`config.mk`:
```
export PLATFORM = sky130hd
export DESIGN_NAME = cfx_queue
export DESIGN_NICKNAME = d
export VERILOG_FILES = /design/src/cfx_pkg.sv /design/src/cfx_queue.sv
export SDC_FILE = /design/constraint.sdc
export NUM_CORES = 1
export LEC_CHECK = 0
export BUFFER_PORTS_ARGS = -buffer_cell sky130_fd_sc_hd__buf_4
export CORE_MARGIN = 10
export CORE_UTILIZATION = 56
export DETAILED_ROUTE_END_ITERATION = 7
export GPL_TIMING_DRIVEN = 0
export MAX_ROUTING_LAYER = met4
export PLACE_DENSITY = 0.8
export SETUP_SLACK_MARGIN = 0.1
export SLEW_MARGIN = 20
export SYNTH_ARGS = -nofsm -noshare
export SYNTH_HDL_FRONTEND = slang
export SYNTH_SLANG_ARGS = --single-unit
```
`constraint.sdc`:
```
create_clock -name clk -period 8.7 [get_ports clk]
set_clock_uncertainty 0.1 [all_clocks]
set_input_delay 1.305 -clock clk [delete_from_list [all_inputs] [get_ports clk]]
set_output_delay 1.305 -clock clk [all_outputs]
set_load 0.02 [all_outputs]
```
`src/cfx_pkg.sv`:
```
`timescale 1ns / 1ps
`default_nettype none
// ----------------------------------------------------------------------------
// cfx_pkg
// shared types, codes and defaults of the fixed-point 2-d convolution block
// ----------------------------------------------------------------------------
package cfx_pkg;

  localparam int DEF_MAX_IN_CHANNELS  = 16;
  localparam int DEF_MAX_OUT_CHANNELS = 16;
  localparam int DEF_MAX_KERNEL       = 7;
  localparam int DEF_MAX_HEIGHT       = 64;
  localparam int DEF_MAX_WIDTH        = 64;

  localparam logic [1:0] CMD_WEIGHT  = 2'd0;
  localparam logic [1:0] CMD_BIAS    = 2'd1;
  localparam logic [1:0] CMD_SAMPLE  = 2'd2;
  localparam logic [1:0] CMD_COMPUTE = 2'd3;

  localparam logic [1:0] STAT_OK    = 2'd0;
  localparam logic [1:0] STAT_SAT   = 2'd1;
  localparam logic [1:0] STAT_RANGE = 2'd2;

  localparam logic [2:0] REG_IN_USED  = 3'd0;
  localparam logic [2:0] REG_OUT_USED = 3'd1;
  localparam logic [2:0] REG_KSIZE    = 3'd2;
  localparam logic [2:0] REG_STRIDE   = 3'd3;
  localparam logic [2:0] REG_PADDING  = 3'd4;
  localparam logic [2:0] REG_HEIGHT   = 3'd5;
  localparam logic [2:0] REG_WIDTH    = 3'd6;

  typedef enum logic [1:0] {
    ST_IDLE,
    ST_RUN,
    ST_DRAIN,
    ST_DONE
  } back_state_t;

  // register values as the datapath uses them (out_used, padding unclamped)
  typedef struct packed {
    logic [4:0] in_used;
    logic [4:0] out_used;
    logic [2:0] ksize;
    logic [2:0] stride;
    logic [1:0] padding;
    logic [6:0] height;
    logic [6:0] width;
  } cfg_t;

  typedef struct packed {
    logic [1:0]         cmd;
    logic               ok;
    logic [3:0]         out_channel;
    logic [3:0]         in_channel;
    logic [5:0]         row_index;
    logic [5:0]         col_index;
    logic signed [31:0] value;
    logic signed [15:0] sval;
  } entry_t;

endpackage : cfx_pkg
`default_nettype wire

```
`src/cfx_queue.sv`:
```
`timescale 1ns / 1ps
`default_nettype none
// ----------------------------------------------------------------------------
// cfx_queue
// two-entry queue of decoded beats between front and back
// ----------------------------------------------------------------------------
module cfx_queue (
  input  wire logic            clk,
  input  wire logic            rst,
  input  wire logic            push,
  input  wire cfx_pkg::entry_t push_entry,
  input  wire logic            pop,
  output cfx_pkg::entry_t      head,
  output logic                 head_valid,
  output logic                 full
);
  import cfx_pkg::*;

  entry_t     slots [2];
  logic       wr_ptr, rd_ptr;
  logic [1:0] count;

  always_ff @(posedge clk) begin
    if (rst) begin
      wr_ptr <= 1'b0;
      rd_ptr <= 1'b0;
      count  <= 2'd0;
    end else begin
      if (push) begin
        wr_ptr <= ~wr_ptr;
      end
      if (pop) begin
        rd_ptr <= ~rd_ptr;
      end
      count <= count + 2'(push) - 2'(pop);
    end
  end

  always_ff @(posedge clk) begin
    if (push) begin
      slots[wr_ptr] <= push_entry;
    end
  end

  assign head       = slots[rd_ptr];
  assign head_valid = count != 2'd0;
  assign full       = count == 2'd2;

endmodule : cfx_queue
`default_nettype wire

```
==> impl_metrics.toml <==
[sta]
maxSlewHeadroom = 0.643
final.period_utilization = 0.358
fin_hold_ws_ns = 0.434
fin_setup_tns_ns = 0
worst_slack_ns = 5.59
finalMaxSlewViolations = 0
grt_setup_unrepaired = "false"
hold_viol = 0
worst_pin_slew_ns = 0.535
finalSetupViolCount = 0
post-route-min-period_ns = 3.11
fmax_mhz = 321

[layout]
finalNonFillerCells = 558
diodes = 0
fillerInstances = 549
synthToLayoutAreaGrowth_pct = 34.8
final_layout_size_suffix_gt1_frac = 0.616
finalInstanceArea_um2 = 7680
final_net_count = 489

[synth]
yosys_register_bits = 147
ys_top_cells_by_area = "edfxtp_1, mux2_4, buf_12"
syn_area_um2 = 5700
yosys_warnings = 0
synth_top_family_by_area = "multiplexers"
ys_types = 14
synth_fa_ha_area_frac = 0.00439
syn_nets = 319
synth_top_area_cell = "edfxtp_1"
synthXorXnorAreaFrac = 0.00703
syn-instance-count = 242
synth_compound_area_frac = 0
yosys-mux-area-fraction = 0.186
synth-simple-area-share = 0.00813
netlist.area_leader.share = 0.749
avgSynthCellArea_um2 = 23.5
ys_seq_area_frac = 0.766

[route]
vias_per_cell = 4.93
ant_nets = 0
routed_wl_um = 10800
vias = 2752
wl_per_cell_um = 19.3
drtIter0Drc = 133
dr.pass1.iters = 4
drc_errors = 0

[power]
power_density_nw_per_um2 = 242
p_leak_nw = 3.07
ir_drop_mv = 0.140

[clock_network]
cts_buffers = 17
cts-resized-gates = 0
cts_setup_buffers = 0
cts_tree = "done"
clock_sinks = 147
cts_htree_levels = 4
clk_pin_slew_ns = 0.06
cts_hold_buf = 0
root_buffer = "clkbuf_8"
clk_path_buf_depth = 2
clk_latency_ns = 0.51

[worst_setup_path]
worst_setup_path_start_kind = "flip-flop"
cp_max_fo = 10
end_kind = "output pin"
critPathRequiredTime_ns = 7.30
cp.arrival_ns = 1.71
critical_path_class = "reg2out"

[global_routing]
first_global_vias = 3020
grt_max_degree = 42
grtUsageTotal = 0.153
antenna_found_initial = 0
grt_pass1_wl_um = 16200
grt-ovfl-total = 0

[placed_design]
place_inst = 526
dp_hpwl_um = 7750
portBuffers = 147
place_congestion = 0.715
dpl_worst_slack_ns = 5.94
placed_area_um2 = 7070

[floorplanning]
core_um2 = 9860
initial_core_util = 0.577
die_w_um = 121
num_rows = 36
dieArea_um2 = 14600
die_y_um = 121
io_pins = 148

[run]
drv_cap = 0

[hold_path]
hp-class = "reg2reg"

[outcome]
status = "finished, final reports clean"
-- state kept, by name (all words and copies together), names as in the netlist, named ones only --
register  flops
slots       142
wr_ptr        1
rd_ptr        1
count         2
-- final timing paths --
| kind | startpoint | endpoint | slack, ns | cells after the start |
|---|---|---|---|---|
| worst max-delay path | flip-flop | head[47] | 5.59 | 4 |
| worst min-delay path | rd_ptr | rd_ptr | 0.43 | 2 |
| worst max register to register | wr_ptr | slots[0][54] | 7.06 | 3 |
| worst min register to register | rd_ptr | rd_ptr | 0.43 | 2 |
-- cell usage after synthesis --
master / count
xnor2_1: 2
and2_1: 1
edfxtp_1: 142
nor2_1: 4
inv_1: 2
dfxtp_1: 5
buf_6: 1
or2_2: 1
ha_1: 2
mux2_4: 70
mux2_2: 1
nor2b_1: 3
buf_12: 7
xnor3_1: 1
-- cell usage in the layout, fill, tap and decap left out, types with 2 or more instances in the layout --
cell and instances:
buf_12 9, buf_16 2, buf_4 147, bufinv_16 4, clkbuf_1 2, clkbuf_16 16
clkinv_4 3, clkinvlp_4 4, dfxtp_1 5, edfxtp_1 142, ha_1 2, inv_1 2
mux2_4 70, nor2_1 4, nor2b_1 2, xnor2_1 2
-- per-stage QoR --
step                power (mW)  utilization
floorplan                 1.03            -
global placement          1.13        0.706
detailed placement        1.15        0.717
CTS                       1.88        0.778
global route              1.92        0.778
finish                    1.86        0.778
-- final cells by class --
class	instances	area [um^2]	area share
Tap cell	133	166	0.0217
Clock inverter	13	185	0.0241
Inverter	2	7.51	0.000978
Buffer	8	151	0.0197
Clock buffer	19	422	0.0549
Sequential cell	147	4360	0.568
Multi-Input combinational cell	85	1180	0.154
Timing Repair Buffer	151	1200	0.156
-- where the power goes --
group | switching, mW | internal (mW)
registers | 0.0127 | 0.826
clock network | 0.265 | 0.465
logic | 0.134 | 0.153
total | 0.412 | 1.44
-- metal layers --
layer,vias to the layer above,share of wire,global-route usage,routed length [um]
li1,1297,-,-,-
met1,1347,0.40,0.166,4300
met2,95,0.53,0.249,5660
met3,13,0.060,0.0526,644
met4,0,0.017,0.0679,181
met5,-,0,-,0
-- kinds of logic after synthesis --
group,after synthesis
xor gates and xnor gates,3
DFF,147
buffers and inverters,10
muxes,71
and+or+nand+nor,9
adders and majority gates,2
-- worst max-delay path: stages (launching register included) --
cell and delay, ns:
dfxtp_1 0.33, buf_6 0.21, buf_12 0.18, mux2_4 0.31
buf_4 0.16
Power figures use the tool's default switching activity.
