[src/cfx_pkg.sv]
`timescale 1ns / 1ps
`default_nettype none
// ----------------------------------------------------------------------------
// cfx_pkg
// shared types, codes and defaults of the fixed-point 2-d convolution block
// ----------------------------------------------------------------------------
package cfx_pkg;

  localparam int DEF_MAX_IN_CHANNELS  = 16;
  localparam int DEF_MAX_OUT_CHANNELS = 16;
  localparam int DEF_MAX_KERNEL       = 7;
  localparam int DEF_MAX_HEIGHT       = 64;
  localparam int DEF_MAX_WIDTH        = 64;

  localparam logic [1:0] CMD_WEIGHT  = 2'd0;
  localparam logic [1:0] CMD_BIAS    = 2'd1;
  localparam logic [1:0] CMD_SAMPLE  = 2'd2;
  localparam logic [1:0] CMD_COMPUTE = 2'd3;

  localparam logic [1:0] STAT_OK    = 2'd0;
  localparam logic [1:0] STAT_SAT   = 2'd1;
  localparam logic [1:0] STAT_RANGE = 2'd2;

  localparam logic [2:0] REG_IN_USED  = 3'd0;
  localparam logic [2:0] REG_OUT_USED = 3'd1;
  localparam logic [2:0] REG_KSIZE    = 3'd2;
  localparam logic [2:0] REG_STRIDE   = 3'd3;
  localparam logic [2:0] REG_PADDING  = 3'd4;
  localparam logic [2:0] REG_HEIGHT   = 3'd5;
  localparam logic [2:0] REG_WIDTH    = 3'd6;

  typedef enum logic [1:0] {
    ST_IDLE,
    ST_RUN,
    ST_DRAIN,
    ST_DONE
  } back_state_t;

  // register values as the datapath uses them (out_used, padding unclamped)
  typedef struct packed {
    logic [4:0] in_used;
    logic [4:0] out_used;
    logic [2:0] ksize;
    logic [2:0] stride;
    logic [1:0] padding;
    logic [6:0] height;
    logic [6:0] width;
  } cfg_t;

  typedef struct packed {
    logic [1:0]         cmd;
    logic               ok;
    logic [3:0]         out_channel;
    logic [3:0]         in_channel;
    logic [5:0]         row_index;
    logic [5:0]         col_index;
    logic signed [31:0] value;
    logic signed [15:0] sval;
  } entry_t;

endpackage : cfx_pkg
`default_nettype wire

[src/cfx_front.sv]
`timescale 1ns / 1ps
`default_nettype none
// ----------------------------------------------------------------------------
// cfx_front
// decodes a command beat: store bounds check and 16-bit saturation
// ----------------------------------------------------------------------------
module cfx_front #(
  parameter int MAX_IN_CHANNELS  = cfx_pkg::DEF_MAX_IN_CHANNELS,
  parameter int MAX_OUT_CHANNELS = cfx_pkg::DEF_MAX_OUT_CHANNELS,
  parameter int MAX_KERNEL       = cfx_pkg::DEF_MAX_KERNEL,
  parameter int MAX_HEIGHT       = cfx_pkg::DEF_MAX_HEIGHT,
  parameter int MAX_WIDTH        = cfx_pkg::DEF_MAX_WIDTH
) (
  input  wire logic [1:0]         command,
  input  wire logic [3:0]         out_channel,
  input  wire logic [3:0]         in_channel,
  input  wire logic [5:0]         row_index,
  input  wire logic [5:0]         col_index,
  input  wire logic signed [31:0] value,
  output cfx_pkg::entry_t         entry
);
  import cfx_pkg::*;

  logic oc_in, ic_in;

  always_comb begin
    oc_in = int'(out_channel) < MAX_OUT_CHANNELS;
    ic_in = int'(in_channel) < MAX_IN_CHANNELS;
    entry.cmd         = command;
    entry.out_channel = out_channel;
    entry.in_channel  = in_channel;
    entry.row_index   = row_index;
    entry.col_index   = col_index;
    entry.value       = value;
    if (value > 32'sd32767) begin
      entry.sval = 16'sh7fff;
    end else if (value < -32'sd32768) begin
      entry.sval = -16'sh8000;
    end else begin
      entry.sval = value[15:0];
    end
    case (command)
      CMD_WEIGHT: begin
        entry.ok = oc_in && ic_in && (int'(row_index) < MAX_KERNEL)
                   && (int'(col_index) < MAX_KERNEL);
      end
      CMD_BIAS: begin
        entry.ok = oc_in;
      end
      CMD_SAMPLE: begin
        entry.ok = ic_in && (int'(row_index) < MAX_HEIGHT)
                   && (int'(col_index) < MAX_WIDTH);
      end
      default: begin
        entry.ok = 1'b1;
      end
    endcase
  end

endmodule : cfx_front
`default_nettype wire

[config.mk]
export PLATFORM = sky130hd
export DESIGN_NAME = cfx_front
export DESIGN_NICKNAME = d
export VERILOG_FILES = /design/src/cfx_pkg.sv /design/src/cfx_front.sv
export SDC_FILE = /design/constraint.sdc
export NUM_CORES = 1
export LEC_CHECK = 0
export ABC_AREA = 1
export BUFFER_PORTS_ARGS = -buffer_cell sky130_fd_sc_hd__buf_2
export CAP_MARGIN = 0
export CORE_UTILIZATION = 26
export DETAILED_ROUTE_END_ITERATION = 10
export GPL_ROUTABILITY_DRIVEN = 0
export PLACE_DENSITY = 0.81
export SLEW_MARGIN = 20
export SYNTH_ARGS = -nofsm -noshare
export SYNTH_HDL_FRONTEND = slang
export SYNTH_SLANG_ARGS = --single-unit
[constraint.sdc]
create_clock -name vclk -period 0.8
set_clock_uncertainty 0.1 [all_clocks]
set_input_delay 0 -clock vclk [all_inputs]
set_output_delay 0 -clock vclk [all_outputs]
set_load 0.01 [all_outputs]
==> results.md <==
Die:
- The die extent in y is 54.6 um.
- Row generation in the floorplan step produced 18 rows.
- The floorplan die width is 54.6 um.
- The total core area is 2540 sq um.
- The overall die area is 2980 sq um.
- Once the floorplan was initialized, standard cells occupied 28.2% of the core.
- 125 I/O pins were placed.

Pwr:
- Across the VDD grid, the largest voltage drop is 0.000335 V.
- The leakage power of the design is 0.000635 uW.
- The cell area power density is 575 nW/um^2.

Synth:
- The area share of the largest cell type after synthesis is 57.5%.
- The per-instance average area after synthesis is 5.70 sq um.
- The synthesized netlist cell count is 126.
- Of all cell types, the one taking the most synthesized area is sky130_fd_sc_hd__buf_4.
- After synthesis, flip-flops and latches occupy 0% of the total area.
- Counting instances in the post-synthesis netlist gives the leading cell types as 55 x sky130_fd_sc_hd__buf_4, 43 x sky130_fd_sc_hd__nand2_1, 16 x sky130_fd_sc_hd__nor2_1.
- By area the synthesized netlist is led by sky130_fd_sc_hd__buf_4 57%, sky130_fd_sc_hd__nand2_1 22%, sky130_fd_sc_hd__nor2_1 8.4%, sky130_fd_sc_hd__o21ai_4 2.3%, sky130_fd_sc_hd__nand3_1 2.1%.
- The most common cell in the netlist is sky130_fd_sc_hd__buf_4.
- Yosys printed 0 warnings.
- Synthesis produced a netlist with a net count of 180.
- After synthesis the cells add up to 718 sq um.
- The number of unique standard cell types used by synthesis is 11.

STA:
- The number of hold-slack violations in the final timing report is 0.
- The final critical-path setup slack is -0.195 ns.
- The final cycle utilization of the critical path is 124%.
- The number of slew-limit violations in the final report is 0.
- Across all hold checks on the routed design, the worst slack comes to 0.0867 ns.
- The smallest clock period supported by the final layout is computed as 0.995 ns.
- Measured against its own limit, the worst slew margin works out to 90.3%.
- The transition time of the tightest slew-check pin is 0.145 ns.
- For this run, the top clock speed supported by timing is 1010 MHz.
- The total setup violations reported at the end of the flow is 15.
- Setup repair after global routing could not meet its margin everywhere.

Setup path:
- The critical path is of the in -> out type.
- Data arrives at the worst endpoint at 0.89 ns.
- STA classifies the critical path startpoint as a primary input.
- Data on the critical path is required at its endpoint by 0.70 ns.
- Along the worst path, the maximum fanout reaches 15.
- STA classifies the critical path endpoint as a primary output.

Final layout:
- The flip-flop and latch count is 0.
- The non-filler instance count after layout is 220.
- The register area is 0 sq um.
- Fill cells in the final layout number 294.
- The layout overhead on the synthesized area is 43.7%.
- At the end of the flow, the number of nets in the layout was 246.
- The clock buffer instance count of the final layout is 0.
- The post-route netlist has 63.2% of its cells at a drive strength greater than 1.
- The repair_antennas step left the layout with diodes totalling 0.

Run status:
- The checks that failed: setup timing.
- The flow ran to the end, but the final reports show violations.

GRT:
- Summed over all layers, the global routing overflow is 0.
- The first global-routing pass estimated 2480 um of wire.
- The initial antenna violation count is 0.
- In the global route stage, overall resource usage came out at 10.8%.
- The via count of the first global-routing pass was 653.
- The pin count of the biggest net entering global routing is 16.

Route:
- Once detail routing completed, the nets flagged for antenna violations numbered 0.
- For this block, the routed nets add up to 1950 um of wire.
- The detailed-route DRC error count is 0.
- The violation count after the first detailed-route iteration is 2.
- The number of detailed-routing iterations run before antenna repair is 2.
- The vias per cell is 4.10.
- After detailed routing, the average wire length per cell comes to 8.88 um.
- The overall via count from detail_route is 901.

Clocking:
- The setup fix buffers added after clock tree synthesis is 0.

Job:
- The number of max-cap violations is 0.

Placement:
- At the placement stage, the worst setup path has a slack of -0.230 ns.
- The post-detailed-placement half-perimeter wirelength is 1680 um.
- Input and output buffers added on the ports amount to 109.
- Once placement completed, the tool counted placed cells totaling 212.

Worst hold path:
- The path category of the worst min-delay check is in -> out.
==> final timing paths <==
path                  startpoint         to  slack [ns]  depth (start not counted)
worst max-delay path   value[27]  entry[12]       -0.19                          9
worst min-delay path   value[17]  entry[33]        0.09                          2
==> layer usage <==
metal / track usage (%) / vias to the layer above / wire length [um] / part of all wire, %
li1: - / 456 / - / -
met1: 11.2 / 373 / 657 / 34
met2: 24.6 / 72 / 1100 / 56
met3: 0 / 0 / 201 / 10
met4: 0 / 0 / 0 / 0
met5: 0 / - / 0 / 0
==> worst max-delay path, cell delays in order <==
cell and delay (ns):
sky130_fd_sc_hd__buf_2 0.10, sky130_fd_sc_hd__nand2_1 0.06, sky130_fd_sc_hd__nor2_2 0.12, sky130_fd_sc_hd__nand2_2 0.08, sky130_fd_sc_hd__o21ai_4 0.16, sky130_fd_sc_hd__buf_12 0.15
sky130_fd_sc_hd__nand2_1 0.06, sky130_fd_sc_hd__nand2_1 0.05, sky130_fd_sc_hd__buf_2 0.12
==> per-stage QoR <==
| stage | cell area [sq um] | setup TNS, ns | utilization, % | total power [uW] |
|---|---|---|---|---|
| final | 1030 | -2.74 | 40.6 | 593 |
| after detailed placement | 928 | -3.27 | 36.5 | 543 |
| after global routing | 1030 | -4.19 | 40.6 | 671 |
| after CTS | 1020 | -2.89 | 40.2 | 596 |
| after global placement | 928 | -3.18 | 36.5 | 537 |
| after floorplan | 718 | 0 | - | 410 |
==> cell type report <==
cell class | count | area [sq um] | share of cell area (%)
multi-input cells | 69 | 295 | 28.6
well taps | 30 | 37.5 | 3.64
repair buffers | 121 | 699 | 67.8
==> report_power, final <==
group | total (uW) | internal, uW | switching (uW) | leakage [uW]
registers | 0 | 0 | 0 | 0
logic | 593 | 296 | 298 | 0.000635
clock network | 0 | 0 | 0 | 0
total | 593 | 296 | 298 | 0.000635
==> logic make-up (layout without fill, tap and decap cells) <==
| logic type | count (synthesis) | after routing | synth area share, % |
|---|---|---|---|
| buffers and inverters | 57 | 121 | 59.6 |
| AND/OR/NAND/NOR | 66 | 66 | 36.4 |
| AO/OA/AOI/OAI | 3 | 3 | 4.01 |
==> layout by cell type (no fill, tap or decap) <==
cell                              n
sky130_fd_sc_hd__nand2_2          2
sky130_fd_sc_hd__buf_2          106
sky130_fd_sc_hd__a21o_1           1
sky130_fd_sc_hd__o21ai_0          1
sky130_fd_sc_hd__buf_12           2
sky130_fd_sc_hd__buf_6            3
sky130_fd_sc_hd__o21ai_4          1
sky130_fd_sc_hd__nand2_1         43
sky130_fd_sc_hd__nor2_2           4
sky130_fd_sc_hd__nand3_1          3
sky130_fd_sc_hd__nor2_1          14
sky130_fd_sc_hd__dlygate4sd3_1    8
sky130_fd_sc_hd__buf_4            2
==> what timing repair did <==
action | in CTS | in global routing
cloned | 0 | 0
endpoints found under the hold margin | 8 | 0
setup endpoints to repair | 15 | 15
pin swaps | 1 | 2
hold buffers | 8 | 0
resized for setup | 3 | 2
No activity file was read; power rests on OpenSTA's default activity.
